==> config.mk <==
export PLATFORM = sky130hd
export DESIGN_NAME = hawc_div_pipe
export DESIGN_NICKNAME = d
export VERILOG_FILES = /design/src/rtl/core/hawc_div_pipe.sv
export SDC_FILE = /design/constraint.sdc
export NUM_CORES = 1
export LEC_CHECK = 0
export ABC_CLOCK_PERIOD_IN_PS = 4350
export BUFFER_PORTS_ARGS = -buffer_cell sky130_fd_sc_hd__clkbuf_2
export CORE_MARGIN = 2
export CORE_UTILIZATION = 30
export CTS_CLUSTER_SIZE = 24
export DETAILED_ROUTE_END_ITERATION = 8
export GPL_TIMING_DRIVEN = 0
export MAX_ROUTING_LAYER = met4
export SETUP_SLACK_MARGIN = 0.2
export SLEW_MARGIN = 25
export SYNTH_ARGS = -nofsm -noshare
export SYNTH_HDL_FRONTEND = slang
export SYNTH_SLANG_ARGS = --single-unit
==> constraint.sdc <==
create_clock -name clk -period 4.35 [get_ports clk]
set_input_delay 0.2175 -clock clk [delete_from_list [all_inputs] [get_ports clk]]
set_output_delay 0.2175 -clock clk [all_outputs]
set_load 0.01 [all_outputs]
==> src/rtl/core/hawc_div_pipe.sv <==
module hawc_div_pipe #(
    parameter int DW = 20,
    parameter int QW = 17,
    parameter int SW = 1
) (
    input  logic          clk,
    input  logic          rst_n,
    input  logic          en,
    input  logic          in_valid,
    input  logic [DW-1:0] in_num,
    input  logic [DW-1:0] in_den,
    input  logic [SW-1:0] in_side,
    output logic          out_valid,
    output logic [QW-1:0] out_quo,
    output logic [SW-1:0] out_side
);

    logic          valid_reg [QW];
    logic [QW-1:0] quo_reg   [QW];
    logic [SW-1:0] side_reg  [QW];
    logic [DW-1:0] rem_reg   [QW-1];
    logic [DW-1:0] den_reg   [QW-1];

    // one quotient bit per stage, restoring
    for (genvar k = 0; k < QW; k++)
    begin : g_stage
        logic          v_in;
        logic [DW:0]   cur;
        logic [DW-1:0] den_in;
        logic [QW-1:0] quo_in;
        logic [SW-1:0] side_in;
        logic          ge;
        logic [DW:0]   diff;
        logic [DW-1:0] rem_next;

        if (k == 0)
        begin : g_first
            assign v_in    = in_valid;
            assign cur     = {1'b0, in_num};
            assign den_in  = in_den;
            assign quo_in  = '0;
            assign side_in = in_side;
        end
        else
        begin : g_next
            assign v_in    = valid_reg[k-1];
            assign cur     = {rem_reg[k-1], 1'b0};
            assign den_in  = den_reg[k-1];
            assign quo_in  = quo_reg[k-1];
            assign side_in = side_reg[k-1];
        end

        assign ge       = cur >= {1'b0, den_in};
        assign diff     = cur - {1'b0, den_in};
        assign rem_next = ge ? diff[DW-1:0] : cur[DW-1:0];

        always_ff @(posedge clk or negedge rst_n)
        begin
            if (!rst_n)
                valid_reg[k] <= 1'b0;
            else if (en)
                valid_reg[k] <= v_in;
        end

        always_ff @(posedge clk)
        begin
            if (en)
            begin
                quo_reg[k]  <= {quo_in[QW-2:0], ge};
                side_reg[k] <= side_in;
            end
        end

        if (k < QW - 1)
        begin : g_keep
            always_ff @(posedge clk)
            begin
                if (en)
                begin
                    rem_reg[k] <= rem_next;
                    den_reg[k] <= den_in;
                end
            end
        end
    end

    assign out_valid = valid_reg[QW-1];
    assign out_quo   = quo_reg[QW-1];
    assign out_side  = side_reg[QW-1];

endmodule

# Word-level counts from Yosys, hierarchy flattened
# Memories as Yosys holds them, arrays and structs flattened.
# Index checks and enable logic that the tools add are counted.
# W data, S select, Z words.
# op_classes
addsub	16
magnitude_cmp	17
muxes	18
# ops
operator	count
$ge A21 B20 Y1	16
$mux W20	16
$sub A20 B20 Y20	16
$ge A20 B20 Y1	1
$mux W1	2
# totals
register_bits	17
ram_bits	946
input_bits	45
wordCells	72
mem_count	4
# memory_table
memory	words	word_bits	rd	rd_ports_with_merged_regs	wr	line	rtl
den_reg	16	20	16	0	16	22	logic [DW-1:0] den_reg [QW-1];
rem_reg	16	20	16	0	16	21	logic [DW-1:0] rem_reg [QW-1];
quo_reg	17	17	17	0	17	19	logic [QW-1:0] quo_reg [QW];
side_reg	17	1	17	0	17	20	logic [SW-1:0] side_reg [QW];

# Depth between registers and ports, before layout
# An unclocked memory read counts as a cell.
# depth
depth_word	3
mapped_depth	14
ltp_nobuf	12

# Worst setup path before layout
# No wires, ideal clock.
# synth_timing
path_type	reg-to-reg
from	mem den_reg[4][1] (netlist: den_reg[0][81])
to	mem rem_reg[5][12] (netlist: rem_reg[0][112]), data pin
setup_ps	260
t_arrival_ps	2721
path_slack_ps	1370
path_stages_with_launch	13
path_buffers	1
period_less_slack_ps	2980
cell_sequence	edfxtp_1 inv_1 ha_1 nor2b_1 o21ai_1 a21boi_0 o21ai_0 a21oi_1 o2111ai_1 a31oi_1 a2111oi_4 buf_6 mux2_2
# synth_lines
item	line
from (decl)	22
to (decl)	21

==> flow_metrics.tcl <==
set metrics [dict create \
    cts_tree "yes" \
    grt_max_degree 92 \
    core_area_um2 150000 \
    crit_arrival_ps 4230 \
    drive_above_1_share_pct 10.6 \
    clkTransAtPathRegs_ps 60 \
    fin_nets 4501 \
    first_global_vias 28923 \
    clk-insertion-delay-late_ps 710 \
    htreeDepth 3 \
    setup_viol 0 \
    synth_top_cell_area_share_pct 53.4 \
    drt-total-wl_um 92700 \
    power_leakage_nw 21.1 \
    fin_cells 6194 \
    dp_hpwl_um 68700 \
    synth-main-ff-cell "edfxtp_1" \
    grtUsageTotal_pct 12.1 \
    netlist_top_cells_count "810 x edfxtp_1, 430 x inv_1, 339 x ha_1" \
    ys_top_cells_by_area "edfxtp_1 53%, ha_1 9.3%, a21oi_1 3.6%" \
    fin_crit_sh_pct 87.5 \
    grt-ovfl-total 0 \
    peakVddDrop_mv 0.345 \
    post-route-util_pct 34.8 \
    placed_cell_area_um2 48600 \
    numClockSinks 827 \
    n_fill_cell 14855 \
    synth.most_common_cell "edfxtp_1" \
    synth_top_cell_by_area "edfxtp_1" \
    clock_path_buffers 3 \
    viasPerCell 4.72 \
    drt_iter0_markers 1595 \
    hold_path.class "in2reg" \
    syn_nets 4287 \
    yosys.cell_types.count 85 \
    cts_resized 0 \
    rsz0062_at_grt "no" \
    yosysWarnings 0 \
    fin_area_um2 52200 \
    antenna_found_initial 0 \
    drv_cap 0 \
    end_kind "flop" \
    critPathLaunch "den_reg[0][61]" \
    ys_seq_area_share_pct 54.3 \
    route.detailed.drc 0 \
    path_class "reg2reg" \
    drtPass1Iterations 5 \
    start_util_pct 30.3 \
    die_h_um 394 \
    max_clock_freq_mhz 263 \
    min_period_ps 3810 \
    place_congestion 0.879 \
    ctsRootBufferMaster "clkbuf_16" \
    wl_per_cell_um 15.0 \
    worstReg2RegStart "den_reg[0][61]" \
    synth_edf_count 810 \
    die-width_um 394 \
    outcome "complete, no violations" \
    drv_slew 0 \
    clock-skew-final_ps 38.8 \
    ys_ff_latch 827 \
    hold_ws_ps 149 \
    place_inst 5976 \
    fin_tns_setup_ps 0 \
    die_area_um2 155000 \
    p_per_area_nw_per_um2 699 \
    syn-instance-count 3887 \
    tightest_slew_ps 892 \
    grt_first_pass_wirelength_um 149000 \
    report.final.hold_viol_count 0 \
    hold_start "en" \
    drtAntennaViolNets 0 \
    avgSynthCellArea_um2 11.7 \
    vias 29230 \
    crit_required_ps 4780 \
    total_power_mw 36.5 \
    critPathMaxFanout 10 \
    relSlewSlack_pct 40.2 \
    io_pins 64 \
    synthArstFlopShare_pct 2.06 \
    std_cell_rows 142 \
    worst_slack_ps 544 \
    area_delta_synth_final_pct 14.7 \
    numCtsBuffers 95 \
    synthesis.area_um2 45500 \
    worstSetupStartpointType "flop" \
    io_buffers 63 \
    antenna_cells 0 \
    dp_slack_ps 540 \
]
-- placed cells by master, fill, tap and decap left out, drive strengths merged, types with 58 or more instances in the layout --
cell	count
clkbuf	216
nand2	189
xnor2	161
inv	432
o21ai	183
nand3	64
xor2	87
mux2	169
a21oi	326
a21o	131
edfxtp	810
nor2b	58
ha	339
nor2	262
-- cells by family (layout without fill, tap and decap cells) --
family,after synthesis,count (layout),synth area share [%]
compound gates,944,944,13.2
flops,827,827,54.3
simple gates,826,826,8.68
buf+inv,506,797,4.35
fa+ha+maj,355,355,10.0
xor+xnor,248,248,4.77
mux,181,181,4.61
-- timing repair --
item                       4_1_cts  5_1_grt
hold buffers                    44        0
hold endpoints to repair        59        0
setup buffers                    0        0
setup endpoints to repair        0        0
-- cell type report --
cell class	count	area, µm²	area share (%)
repair buffers	117	1020	1.95
inverters	431	1620	3.10
plain buffers	75	362	0.692
clock buffers	112	2460	4.71
multi-input cells	2554	18800	36.0
flip-flops and latches	827	24700	47.4
clock inverters	62	684	1.31
well taps	2016	2520	4.83
-- routing by layer --
metal / global-route usage, % / wire, µm / up-vias
met5: - / 0 / -
li1: - / - / 14689
met4: 5.77 / 4560 / 0
met2: 21.0 / 46000 / 562
met1: 13.5 / 38900 / 13741
met3: 2.02 / 3200 / 238
-- path summary, 6_finish.rpt --
check                                    to  slack [ps]  cells after the start
min in group asynchronous         out_valid         660                      3
max reg2reg                  rem_reg[0][99]         540                     12
min reg2reg                  quo_reg[0][90]         410                      0
min                         quo_reg[1][124]         150                      1
max in group asynchronous  g_stage[14].v_in        3210                      3
max                          rem_reg[0][99]         540                     12
-- power by group --
group | switching [mW] | total, mW | internal, mW
registers | 1.07 | 12.7 | 11.7
clock network | 3.27 | 8.04 | 4.76
logic | 8.55 | 15.7 | 7.17
total | 12.9 | 36.5 | 23.6
-- worst max-delay path, cell delays in order, from the launching register on --
cell,delay (ps)
edfxtp_1,400
inv_1,60
ha_1,290
nor2b_1,130
o21ai_0,120
a211oi_1,330
o31ai_1,180
a21oi_1,280
nor2_1,130
o31ai_2,730
clkbuf_1,560
nor2_1,90
a41o_1,240
(Power assumes the default switching activity.)
