==> src/rtl/core/hawc_sqrt_pipe.sv <==
module hawc_sqrt_pipe #(
    parameter int RW = 52,
    parameter int SW = 1
) (
    input  logic            clk,
    input  logic            rst_n,
    input  logic            en,
    input  logic            in_valid,
    input  logic [RW-1:0]   in_rad,
    input  logic [SW-1:0]   in_side,
    output logic            out_valid,
    output logic [RW/2-1:0] out_root,
    output logic [SW-1:0]   out_side
);

    localparam int HW = RW / 2;

    logic          valid_reg [HW];
    logic [HW-1:0] root_reg  [HW];
    logic [SW-1:0] side_reg  [HW];
    logic [HW-1:0] rem_reg   [HW-1];
    logic [RW-1:0] rad_reg   [HW-1];

    // one root bit per stage, two radicand bits consumed
    for (genvar k = 0; k < HW; k++)
    begin : g_stage
        logic          v_in;
        logic [HW-1:0] rem_in;
        logic [HW-1:0] root_in;
        logic [RW-1:0] rad_in;
        logic [SW-1:0] side_in;
        logic [HW+1:0] cur;
        logic [HW+1:0] trial;
        logic [HW+1:0] diff;
        logic          ge;
        logic [HW-1:0] rem_next;

        if (k == 0)
        begin : g_first
            assign v_in    = in_valid;
            assign rem_in  = '0;
            assign root_in = '0;
            assign rad_in  = in_rad;
            assign side_in = in_side;
        end
        else
        begin : g_next
            assign v_in    = valid_reg[k-1];
            assign rem_in  = rem_reg[k-1];
            assign root_in = root_reg[k-1];
            assign rad_in  = rad_reg[k-1];
            assign side_in = side_reg[k-1];
        end

        assign cur      = {rem_in, rad_in[RW-1-2*k -: 2]};
        assign trial    = {root_in, 2'b01};
        assign ge       = cur >= trial;
        assign diff     = cur - trial;
        assign rem_next = ge ? diff[HW-1:0] : cur[HW-1:0];

        always_ff @(posedge clk or negedge rst_n)
        begin
            if (!rst_n)
                valid_reg[k] <= 1'b0;
            else if (en)
                valid_reg[k] <= v_in;
        end

        always_ff @(posedge clk)
        begin
            if (en)
            begin
                root_reg[k] <= {root_in[HW-2:0], ge};
                side_reg[k] <= side_in;
            end
        end

        if (k < HW - 1)
        begin : g_keep
            always_ff @(posedge clk)
            begin
                if (en)
                begin
                    rem_reg[k] <= rem_next;
                    rad_reg[k] <= rad_in;
                end
            end
        end
    end

    assign out_valid = valid_reg[HW-1];
    assign out_root  = root_reg[HW-1];
    assign out_side  = side_reg[HW-1];

endmodule

==> config.mk <==
export PLATFORM = sky130hd
export DESIGN_NAME = hawc_sqrt_pipe
export DESIGN_NICKNAME = d
export VERILOG_FILES = /design/src/rtl/core/hawc_sqrt_pipe.sv
export SDC_FILE = /design/constraint.sdc
export NUM_CORES = 2
export LEC_CHECK = 0
export BUFFER_PORTS_ARGS = -buffer_cell sky130_fd_sc_hd__buf_2
export CORE_MARGIN = 2
export CORE_UTILIZATION = 50
export CTS_CLUSTER_DIAMETER = 120
export CTS_CLUSTER_SIZE = 10
export DETAILED_ROUTE_END_ITERATION = 16
export PLACE_DENSITY = 0.69
export SYNTH_ARGS = -nofsm -noshare
export SYNTH_HDL_FRONTEND = slang
export SYNTH_SLANG_ARGS = --single-unit
export TNS_END_PERCENT = 1
==> constraint.sdc <==
create_clock -name clk -period 4 [get_ports clk]
set_clock_uncertainty 0.15 [all_clocks]
set_input_delay 0 -clock clk [delete_from_list [all_inputs] [get_ports clk]]
set_output_delay 0 -clock clk [all_outputs]
set_load 0.005 [all_outputs]
Word-level counts from Yosys, hierarchy flattened
Memories as Yosys holds them, arrays and structs flattened.
Cells that the tools add are included.
Cells by class
  add/sub/neg operators: 25
  magnitude comparators: 26
  multiplexer cells: 27
Operators by type and width (count)
  $ge 28x28->1: 25
  $mux 26: 25
  $sub 26x26->26: 24
  $sub 2x1->3 const B: 1
  $ge 2x1->1 const B: 1
  $mux 1: 2
Word-level totals
  register bits: 26
  RAM bits: 2652
  input port bits: 57
  output and inout bits: 28
  logic and storage cells: 108
  memories: 4
Memories
  rad_reg: depth 25, width 52, rd ports 25, clocked after Yosys merged registers in 0, write ports 25, line 22  | logic [RW-1:0] rad_reg [HW-1];
  root_reg: depth 26, width 26, rd ports 26, clocked after Yosys merged registers in 0, write ports 26, line 19  | logic [HW-1:0] root_reg [HW];
  rem_reg: depth 25, width 26, rd ports 25, clocked after Yosys merged registers in 0, write ports 25, line 21  | logic [HW-1:0] rem_reg [HW-1];
  side_reg: depth 26, width 1, rd ports 26, clocked after Yosys merged registers in 0, write ports 26, line 20  | logic [SW-1:0] side_reg [HW];

Longest topological paths before layout
An unclocked memory read counts as a cell.
  word-level depth: 3
  gate-level depth with buffers: 14
  depth with buffers taken out: 12

Worst setup path before layout
OpenSTA, ideal clock, no wires.
  path type: register to register
  start point: memory rem_reg[0][293] (netlist name)
  end point: memory rem_reg[0][334] (netlist name) (data pin)
  arrival time: 3.003 ns
  data required time: 3.592 ns
  setup slack: 0.589 ns
  stages on the path, launching flop included: 12
  path buffers: 1
  cells stage by stage: edfxtp_1 -> ha_1 -> clkbuf_2 -> a21o_1 -> a21o_1 -> a21oi_1 -> nand2_1 -> o21ai_0 -> nor2_1 -> or3b_2 -> or4_1 -> xnor2_1
RTL lines (line)
  start, declared: 21

==> flow_summary_export.csv <==
group,metric,value,unit
outcome,status,"finished clean",
sta,drv_slew,0,
logic_synthesis,ys_seq_area_share,65.5,%
grt,grt_max_degree,126,
setup_path,crit_path_start_kind,"flop",
logic_synthesis,synth_top_area_share,64.7,%
cts,cts_buffers,184,
detailed_routing,viasPerCell,5.45,
logic_synthesis,yosysTopAreaCell,"edfxtp_1",
grt,grt_overflow,0,
cts,clock_tree.root_cell,"clkbuf_16",
logic_synthesis,synth.area.top_cells,"edfxtp_1, ha_1, xor2_1",
setup_path,worstPathRequired,4.40,ns
setup_path,cp-startpoint,"rem_reg[1][131]",
logic_synthesis,synth_cells,5759,
logic_synthesis,synth.most_common_cell,"edfxtp_1",
placed_design,numPortBuffers,84,
power_and_ir_drop,p_seq_share,49.7,%
cells_and_area,fin_area,86000,um^2
sta,tightest_slew,1.09,ns
logic_synthesis,synth_edf_count,1642,
power_and_ir_drop,p_sw,12.7,mW
cells_and_area,multi_input_area,24200,um^2
cells_and_area,n_antenna_cell,0,
floorplan,initial_core_util,50.3,%
logic_synthesis,synth_top_flop_cell,"edfxtp_1",
cts,cts.clk_slew.worst_paths,0.06,ns
min_path,hold_end,"rad_reg[0][0]",
logic_synthesis,ys_async_sr_fraction,1.56,%
detailed_routing,drcViolationCount,0,
sta,fin_crit_sh,92.9,%
setup_path,crit_buf_inv,0,
cts,insertion_delay,0.82,ns
setup_path,rrSetupSlack,0.28,ns
sta,fin_setup_tns,0,ns
power_and_ir_drop,switching_share,27.0,%
detailed_routing,wirelength,138000,um
min_path,hp-class,"in2reg",
setup_path,critPathKind,"reg2reg",
power_and_ir_drop,ir_worst_vdd,0.485,mV
grt,grt_pass1_wl,226000,um
setup_path,end_kind,"flop",
cts,cts_max_path_buffers,3,
cells_and_area,n_fill_cell,12300,
flow_run,max-cap-violations,0,
sta,hold_viol_final,0,
setup_path,cp_slowest_cell,"nor4bb_1",
setup_path,cp_data_arrival_time,4.12,ns
logic_synthesis,syn_area,76300,um^2
placed_design,dp_hpwl,96100,um
logic_synthesis,ys_seq_elements,1668,
cts,cts_tree,"done",
grt,grt_pass1_vias,44400,
power_and_ir_drop,p_total,47.0,mW
cells_and_area,largest_reg_flops,650,
power_and_ir_drop,power_density,546,nW/um^2
logic_synthesis,ys_warn_count,0,
grt,grt_use_total,17.8,%
logic_synthesis,syn_nets,6195,
floorplan,ios,85,
setup_path,cpMostUsedCell,"a21oi_1",
detailed_routing,routedWlPerCell,16.9,um
sta,finalSetupViolCount,0,
power_and_ir_drop,combPwrFrac,19.0,%
setup_path,reg2reg_from,"rem_reg[1][131]",
setup_path,worst_r2r_path_depth,10,
setup_path,path_cells,"ha_1, a21oi_1, a21oi_1, nor4bb_1, o21ai_0, a21oi_1, o31ai_1, o41ai_1, xor2_1, o21ai_0",
floorplan,core,152000,um^2
cts,cts.sinks,1668,
min_path,hold_depth,2,
sta,slew_headroom,26.2,%
detailed_routing,vias,44700,
floorplan,die_x,395,um
setup_path,cpPeakStageDelay,0.65,ns
power_and_ir_drop,leakage,33.1,nW
cells_and_area,syn_to_final_growth,12.8,%
logic_synthesis,avgSynthCellArea,13.2,um^2
setup_path,critical_path.max_fanout,6,
setup_path,r2r_end,"rem_reg[1][179]",
floorplan,dieArea,156000,um^2
placed_design,gp_congestion,0.902,
grt,antenna_found_initial,0,
sta,fin_crit,3.72,ns
detailed_routing,first_iter_violations,3363,
power_and_ir_drop,p_int,34.3,mW
floorplan,rows,143,
cells_and_area,drive_gt1_share,8.27,%
cells_and_area,register_area,50000,um^2
placed_design,place_area,79800,um^2
logic_synthesis,yosysUniqueCellTypes,89,
cts,ctsHtreeMaxLevel,4,
cells_and_area,nNetsFinal,6577,
sta,rsz0062_at_grt,"no",
power_and_ir_drop,power.share.clock,31.3,%
sta,max_freq,269,MHz
min_path,hp-start,"en",
detailed_routing,firstDrtPassIters,6,
floorplan,die_y,395,um
setup_path,cpLargestDelayFamily,"compound AO/OA/AOI/OAI gates",
logic_synthesis,synth_common_cells,"edfxtp_1, inv_1, nand2_1",
detailed_routing,final_antenna_net_count,0,
-- per-layer routing --
metal	share of wire, %	track usage (%)	up-vias	wire, um
met3	3.8	2.75	278	5320
met2	49	30.4	932	68200
met4	3.1	6.67	0	4350
met1	44	22.8	21500	60600
li1	-	-	22000	-
met5	0	0	-	0
-- placed cells by master, fill, tap and decap left out, types with 34 or more instances in the layout --
cell / instances
xnor2_1: 238
ha_1: 379
nor3_1: 135
or2_2: 34
o21ai_0: 299
a21oi_1: 331
o21a_1: 83
a21o_1: 139
nor2b_1: 49
nand3_1: 73
nand2_1: 401
o31ai_1: 55
clkbuf_16: 185
xor2_1: 247
nor4_1: 82
nor2_1: 342
mux2_2: 65
a211oi_1: 41
or3_1: 52
nand4_1: 45
nand2b_1: 63
buf_2: 83
dlygate4sd3_1: 114
buf_4: 70
edfxtp_1: 1642
and3_1: 34
inv_1: 471
-- power by group through the flow --
stage / Sequential [mW] / Combinational, mW / Clock, mW
3_5_place_dp: 23.7 / 8.77 / 0
2_1_floorplan: 23.1 / 6.60 / 0
5_1_grt: 23.6 / 10.1 / 15.9
6_report: 23.3 / 8.95 / 14.7
4_1_cts: 23.4 / 8.91 / 15.2
3_3_place_gp: 23.7 / 8.61 / 0
-- worst register-to-register path, cell delays in order, from the launching register on --
cell and delay (ns):
edfxtp_1 0.40, ha_1 0.42, a21oi_1 0.22, a21oi_1 0.14
nor4bb_1 0.65, o21ai_0 0.27, a21oi_1 0.34, o31ai_1 0.20
o41ai_1 0.42, xor2_1 0.18, o21ai_0 0.09
-- final cells by class --
| class | instances | share of cell area [%] |
|---|---|---|
| clock buffer | 211 | 5.49 |
| clock inverter | 14 | 0.404 |
| inverter | 476 | 2.08 |
| sequential | 1668 | 58.1 |
| tap | 2030 | 2.95 |
| multi-input combinational | 3526 | 28.2 |
| timing repair buffer | 285 | 2.84 |
-- repair_timing --
| item | CTS | global route |
|---|---|---|
| hold endpoints to repair | 854 | 0 |
| setup buffers | 0 | 1 |
| hold buffers | 115 | 0 |
| setup endpoints to repair | 0 | 2 |
| resized for setup | 0 | 3 |
-- worst max path at each step --
stage	depth (start not counted)	to
after floorplan	11	rem_reg[0][334]
after global placement	10	rem_reg[1][155]
after detailed placement	10	rem_reg[1][155]
after CTS	10	rem_reg[1][155]
after global routing	11	rem_reg[1][155]
final	10	rem_reg[1][179]
-- logic make-up (layout without fill, tap and decap cells) --
family                     Yosys count  after routing  synth area share [%]
AOI/OAI and AO/OA                 1161           1161                  9.60
and+or+nand+nor                   1427           1427                  9.23
muxes                               73             73                  1.06
DFF                               1668           1668                  65.5
buffers and inverters              565            986                  2.79
other                                1              1               0.00492
xor gates and xnor gates           485            485                  5.57
adders and majority gates          379            379                  6.22
-- per-stage QoR --
step	instances	util (%)	setup slack, ns	hold slack, ns
floorplan	5759	-	0.589	-0.446
CTS	8209	56.7	0.143	0.145
detailed placement	7869	52.6	0.157	-0.124
finish	8210	56.7	0.283	0.121
global route	8210	56.7	0.0296	0.155
global placement	7869	52.6	0.159	-0.132
Note: power is estimated with default switching activity, not from simulation.
